`config.mk`:
```
export PLATFORM = sky130hd
export DESIGN_NAME = mmon_mac_unit
export DESIGN_NICKNAME = d
export VERILOG_FILES = /design/src/hdl/mmon_pkg.sv /design/src/hdl/mmon_mac_unit.sv
export SDC_FILE = /design/constraint.sdc
export NUM_CORES = 1
export LEC_CHECK = 0
export BUFFER_PORTS_ARGS = -buffer_cell sky130_fd_sc_hd__buf_4
export CAP_MARGIN = 40
export CORE_UTILIZATION = 62
export DETAILED_ROUTE_END_ITERATION = 10
export GPL_ROUTABILITY_DRIVEN = 0
export PLACE_DENSITY = 0.89
export SLEW_MARGIN = 25
export SYNTH_ARGS = -nofsm -noshare
export SYNTH_HDL_FRONTEND = slang
export SYNTH_SLANG_ARGS = --single-unit
export TNS_END_PERCENT = 5
```
`constraint.sdc`:
```
create_clock -name clock -period 9.03 [get_ports clock]
set_clock_uncertainty 0.1 [all_clocks]
set_input_delay 0.903 -clock clock [delete_from_list [all_inputs] [get_ports clock]]
set_output_delay 0.903 -clock clock [all_outputs]
set_load 0.005 [all_outputs]
```
`src/hdl/mmon_pkg.sv`:
```
// Shared types and constants for the matrix multiply and one-norm unit.
// No dependencies; every other file in hdl/ imports this package.
`default_nettype none

package mmon_pkg;

   localparam int MAX_SIZE = 16;
   localparam int INDEX_W  = 4;
   localparam int ADDR_W   = 2 * INDEX_W;
   localparam int DEPTH    = MAX_SIZE * MAX_SIZE;
   localparam int SIZE_W   = 5;
   localparam int MODE_W   = 2;
   localparam int ELEM_W   = 16;
   localparam int PROD_W   = 2 * ELEM_W;
   localparam int ACC_W    = 40;
   localparam int NORM_W   = 46;

   localparam logic [MODE_W-1:0] MODE_WRITE_A = 2'd0;
   localparam logic [MODE_W-1:0] MODE_WRITE_B = 2'd1;
   localparam logic [MODE_W-1:0] MODE_COMPUTE = 2'd2;
   localparam logic [MODE_W-1:0] MODE_READ_C  = 2'd3;

   typedef enum logic [1:0] {
      ST_IDLE,
      ST_READ,
      ST_MAC,
      ST_DRAIN
   } state_type;

   // Travels with each multiply-accumulate through the pipeline
   typedef struct packed {
      logic               valid;
      logic               first_k;
      logic               last_k;
      logic               first_i;
      logic               last_i;
      logic               last_all;
      logic [INDEX_W-1:0] row;
      logic [INDEX_W-1:0] col;
   } mac_tag_type;

   typedef struct packed {
      logic              valid;
      logic [ADDR_W-1:0] addr;
      logic [ACC_W-1:0]  data;
   } c_write_type;

endpackage

`default_nettype wire

```
`src/hdl/mmon_mac_unit.sv`:
```
// Shared multiply-accumulate pipeline plus column-sum and norm tracking.
// Depends on mmon_pkg; fed with registered operand reads by the top level.
`default_nettype none

module mmon_mac_unit (
   input  logic                              clock,
   input  logic                              reset,
   input  logic                              clear,
   input  mmon_pkg::mac_tag_type             tag_in,
   input  logic signed [mmon_pkg::ELEM_W-1:0] a_data,
   input  logic signed [mmon_pkg::ELEM_W-1:0] b_data,
   output mmon_pkg::c_write_type             c_wr,
   output logic [mmon_pkg::NORM_W-1:0]       norm,
   output logic                              done
);
   import mmon_pkg::*;

   mac_tag_type              tag2_ff, tag3_ff, tag4_ff, tag5_ff;
   mac_tag_type              tag4_in;
   logic signed [PROD_W-1:0] prod_ff;
   logic [ACC_W-1:0]         acc_ff, acc_in;
   logic [ACC_W-1:0]         abs_ff, abs_in;
   logic [NORM_W-1:0]        colsum_ff, colsum_in;
   logic [NORM_W-1:0]        norm_ff;
   logic                     done_ff;

   assign acc_in = (tag2_ff.first_k ? '0 : acc_ff)
                 + {{(ACC_W-PROD_W){prod_ff[PROD_W-1]}}, prod_ff};
   assign abs_in = acc_ff[ACC_W-1] ? (~acc_ff + ACC_W'(1)) : acc_ff;
   assign colsum_in = (tag4_ff.first_i ? '0 : colsum_ff)
                    + {{(NORM_W-ACC_W){1'b0}}, abs_ff};

   always_comb begin
      tag4_in = tag3_ff;
      // only finished C elements go on to the column sum
      tag4_in.valid = tag3_ff.valid && tag3_ff.last_k;
   end

   always_ff @(posedge clock) begin
      if (reset) begin
         tag2_ff <= '0;
         tag3_ff <= '0;
         tag4_ff <= '0;
         tag5_ff <= '0;
         norm_ff <= '0;
         done_ff <= 1'b0;
      end else begin
         tag2_ff <= tag_in;
         tag3_ff <= tag2_ff;
         tag4_ff <= tag4_in;
         tag5_ff <= tag4_ff;
         done_ff <= tag5_ff.valid && tag5_ff.last_all;
         if (clear) begin
            norm_ff <= '0;
         end else if (tag5_ff.valid && tag5_ff.last_i && colsum_ff > norm_ff) begin
            norm_ff <= colsum_ff;
         end
      end
   end

   always_ff @(posedge clock) begin
      prod_ff <= a_data * b_data;
      if (tag2_ff.valid) begin
         acc_ff <= acc_in;
      end
      abs_ff <= abs_in;
      if (tag4_ff.valid) begin
         colsum_ff <= colsum_in;
      end
   end

   assign c_wr.valid = tag3_ff.valid && tag3_ff.last_k;
   assign c_wr.addr  = {tag3_ff.row, tag3_ff.col};
   assign c_wr.data  = acc_ff;
   assign norm       = norm_ff;
   assign done       = done_ff;

endmodule

`default_nettype wire

```
Word level (Yosys, flattened, before mapping)
Index checks and enable logic that the tools add are counted.

operators by class
  add/sub/neg operators = 3
  magnitude comparators = 1
  muxes and demuxes = 3
  multiply operators = 1
  reductions and logical operators = 5
  bitwise operators = 1

operators with widths
  kind                   count
  $add 46x40->46         1
  $gt 46x46->1           1
  $mux 46                1
  $add 40x1->40 const B  1
  $add 40x40->40         1
  $mux 40                1
  $not 40->40            1
  $mux 39                1
  $mul 16x16->32         1
  $logic_and 1x1->1      4
  $reduce_or 2->1        1

word-level totals
  logic and storage cells = 43
  output and inout bits = 96
  register bits = 239
  input bits = 49

Longest topological paths before layout
  word-level depth = 3
  depth in mapped cells = 25

Worst setup path before layout
Ideal clock, no wire load.

  path type = input -> register
  start point = input port a_data[15] (netlist bit)
  end point = register prod_ff[31]
  path slack = 1.697 ns
  data arrival time = 7.161 ns
  cell stages on the path = 19
  cells stage by stage = clkbuf_1 nand2_1 fa_1 fa_1 inv_1 fa_1 fa_1 fa_1 fa_1 ha_1 a21o_1 a211oi_1 or4b_2 o21ai_0 o21ai_0 a2111oi_0 o31ai_1 a21oi_1 xnor2_1

between the ends
  cells in the longest elaborated chain, start to end = 1

RTL lines
  what                    RTL line             source
  start: declaration      mmon_mac_unit.sv:10  input logic signed [mmon_pkg::ELEM_W-1:0] a_data,
  $mul 16x16->32          mmon_mac_unit.sv:62  prod_ff <= a_data * b_data;
  end signal: assignment  mmon_mac_unit.sv:62
  end: declaration        mmon_mac_unit.sv:20  logic signed [PROD_W-1:0] prod_ff;

No other way between the ends.
A chain may end at the register's enable or synchronous reset.

Worst setup path after layout
  start point = input port b_data[15] (netlist bit)
  end point = register prod_ff[31]

between the ends
  cells in the longest elaborated chain, start to end = 1

RTL lines
  what                RTL line             source
  start: declaration  mmon_mac_unit.sv:11  input logic signed [mmon_pkg::ELEM_W-1:0] b_data,
  $mul 16x16->32      mmon_mac_unit.sv:62

No other way between the ends.

==> impl_metrics.ini <==
[cts]
cts.sinks = 239
clk_path_buf_depth = 3
cts-root-buf = clkbuf_16
cts_tree = built
insertion_delay_ns = 0.51
hold_buffers = 0
cts_setup_buffers = 0
numCtsBuffers = 24
path_clk_slew_ns = 0.06
htreeDepth = 1
cts_resized = 0

[route]
post-route-drc-count = 0
avgViaCountPerCell = 5.715
wl_mm = 52.15
drt-initial-drc-count = 1610
wire_per_inst_um = 16.78
ant_nets = 0
first_pass_iters = 6
via_count = 17760

[logic_synthesis]
synth_area_per_cell_um2 = 9.350
ys.flop_type = dfxtp_1
synth.distinct_cells = 65
synth-seq-area-share_pct = 24.18
syn_nets = 3018
ys_seq_elements = 239
netlist_instances = 2497
yosys_warnings = 0
synth.cell_area_um2 = 23350
synth-edff-count = 86
synth-async-reset-ratio_pct = 0

[timing]
rsz0062_at_grt = false
hold_violations = 0
maxClockFrequency_mhz = 133.9
slew_violations = 0
max_slew.worst_pin.slew_ns = 0.7213
setup-violations-final = 0
slew_headroom_pct = 50.67
min_period_ns = 7.470
finalSetupTns_ns = 0
fin_crit_sh_pct = 82.72

[floorplanning]
initial_core_util_pct = 63.32
dieArea_um2 = 38440
chipHeight_um = 196.1
pin_count = 145
rows = 70
die_x_um = 196.1
core_area_um2 = 36870

[finish]
final_nets = 3106
syn2layout_area_growth_pct = 9.737
fin_cells = 3107
post-route-util_pct = 69.48
insertedDiodeCount = 0
stdcell_area_um2 = 25620
final_layout_size_suffix_gt1_share_pct = 8.298

[global_routing]
grt_first_pass_wirelength_mm = 87.66
grt_pass1_vias = 18370
grt_max_degree = 47
overflow = 0
antenna_found_initial = 0
grt_usage_pct = 27.91

[critical_path]
crit_required_ns = 9.32
cp.arrival_ns = 7.76
reg2reg_depth = 15
worstPathMaxFanout = 12
worstSetupPathType = in -> reg
rrSetupSlack_ns = 4.51
end_kind = register
start_kind = primary input

[place]
io_buffers = 144
dp.cells = 3062
place_area_um2 = 24750
dp_hpwl_mm = 40.63

[outcome]
status = complete, no violations

[worst_hold_path]
min_path_type = reg -> reg
hold_depth = 2

[run]
maxCapViolCount = 0
routing by layer:
metal | vias up | global-route usage [%] | routed length, um
met5 | - | 0 | 0
met4 | 0 | 8.073 | 1421
met3 | 124 | 3.920 | 3997
met2 | 758 | 50.07 | 25820
met1 | 8539 | 34.96 | 20910
li1 | 8334 | - | -
worst max-delay path, cell delays in order:
cell and delay [ns]:
buf_4 0.14, inv_1 0.36, nor2_1 0.13, fa_1 0.52
fa_1 0.52, fa_1 0.55, fa_1 0.54, fa_1 0.52
fa_1 0.49, ha_1 0.38, a21o_1 0.20, a211oi_1 0.28
or4b_2 0.60, o21ai_0 0.40, o21ai_0 0.18, a2111oi_0 0.62
o31ai_1 0.15, a21oi_1 0.20, xnor2_1 0.08
synth_stat cells (4+ instances only):
cell type | instances | share of area (%)
a2111oi_0 | 5 | 0.19
a211oi_1 | 12 | 0.39
a21boi_0 | 56 | 1.8
a21o_1 | 72 | 2.3
a21oi_1 | 96 | 2.1
a221oi_1 | 5 | 0.19
a31oi_1 | 5 | 0.13
and2_1 | 124 | 3.3
and3_1 | 12 | 0.32
buf_4 | 10 | 0.32
clkbuf_1 | 80 | 1.3
dfxtp_1 | 153 | 13
edfxtp_1 | 86 | 11
fa_1 | 264 | 23
ha_1 | 208 | 11
inv_1 | 395 | 6.4
nand2_1 | 189 | 3.0
nand2b_1 | 27 | 0.72
nand3_1 | 58 | 1.2
nand4_1 | 22 | 0.59
nor2_1 | 73 | 1.2
nor2b_1 | 132 | 3.5
nor3_1 | 21 | 0.45
nor4_1 | 5 | 0.13
o211ai_1 | 6 | 0.19
o21a_1 | 15 | 0.48
o21ai_0 | 113 | 2.4
o21bai_1 | 13 | 0.42
o311ai_0 | 7 | 0.26
o31a_1 | 4 | 0.15
o31ai_1 | 14 | 0.45
o41ai_1 | 4 | 0.15
or3_1 | 10 | 0.27
or4_1 | 6 | 0.19
xnor2_1 | 113 | 4.2
xor2_1 | 31 | 1.2
cell families after synthesis:
group,count (synthesis),share of synthesized area (%)
muxes,2,0.08575
AOI/OAI and AO/OA,455,12.76
adders and majority gates,472,33.78
and+or+nand+nor,698,15.76
xor gates and xnor gates,144,5.402
buffers and inverters,487,8.028
DFF,239,24.18
stage by stage:
| stage | worst slack (ns) | hold WS [ns] |
|---|---|---|
| final | 1.560 | 0.3300 |
| after global routing | 1.191 | 0.3632 |
| after CTS | 1.632 | 0.3244 |
| after detailed placement | 1.108 | 0.3118 |
| after global placement | 1.288 | 0.3027 |
| after floorplan | 1.697 | 0.2952 |
final cells by class:
class / count / area (um^2)
clock buffer: 34 / 742.0
clock inverter: 10 / 105.1
fill: 2527 / 11250
inverter: 395 / 1483
multi-input combinational: 1771 / 15840
sequential: 239 / 5648
tap: 504 / 630.6
timing repair buffer: 154 / 1177
registers in the layout, indices dropped and copies added, names as in the netlist:
| register | flops |
|---|---|
| norm | 46 |
| prod_ff | 32 |
| tag4_ff | 4 |
| colsum_ff | 46 |
| acc_ff | 40 |
| tag2_ff | 14 |
| abs_ff | 40 |
| c_wr | 8 |
| done | 1 |
| tag5_ff | 3 |
| tag3_ff | 5 |
placed cells by master (no fill, tap or decap), drive strengths merged, types with 4 or more instances in the layout:
cell type	instances
o31a	4
nand2	189
o31ai	15
ha	208
nand2b	28
a21boi	56
nor2b	132
or4	9
and3	12
a221oi	5
o21ai	113
clkbuf	34
or3	13
xor2	31
o21a	15
inv	396
o311ai	7
nor4	5
a21o	72
nand3	58
clkinv	7
nand4	22
dfxtp	153
edfxtp	86
nor2	73
a21oi	96
a31oi	5
o211ai	6
nor3	21
o41ai	4
a211oi	12
buf	154
o21bai	13
xnor2	113
and2	124
a2111oi	5
fa	264
final timing paths:
| kind | start | endpoint |
|---|---|---|
| worst max-delay path | b_data[15] | prod_ff[31] |
| worst min-delay path | tag5_ff[8] | done |
| worst max register to register | tag2_ff[12] | acc_ff[36] |
| worst min register to register | tag5_ff[8] | done |
Power is not shown: default switching activity piles up to over one toggle a cycle in this logic, so the estimate is an artifact.
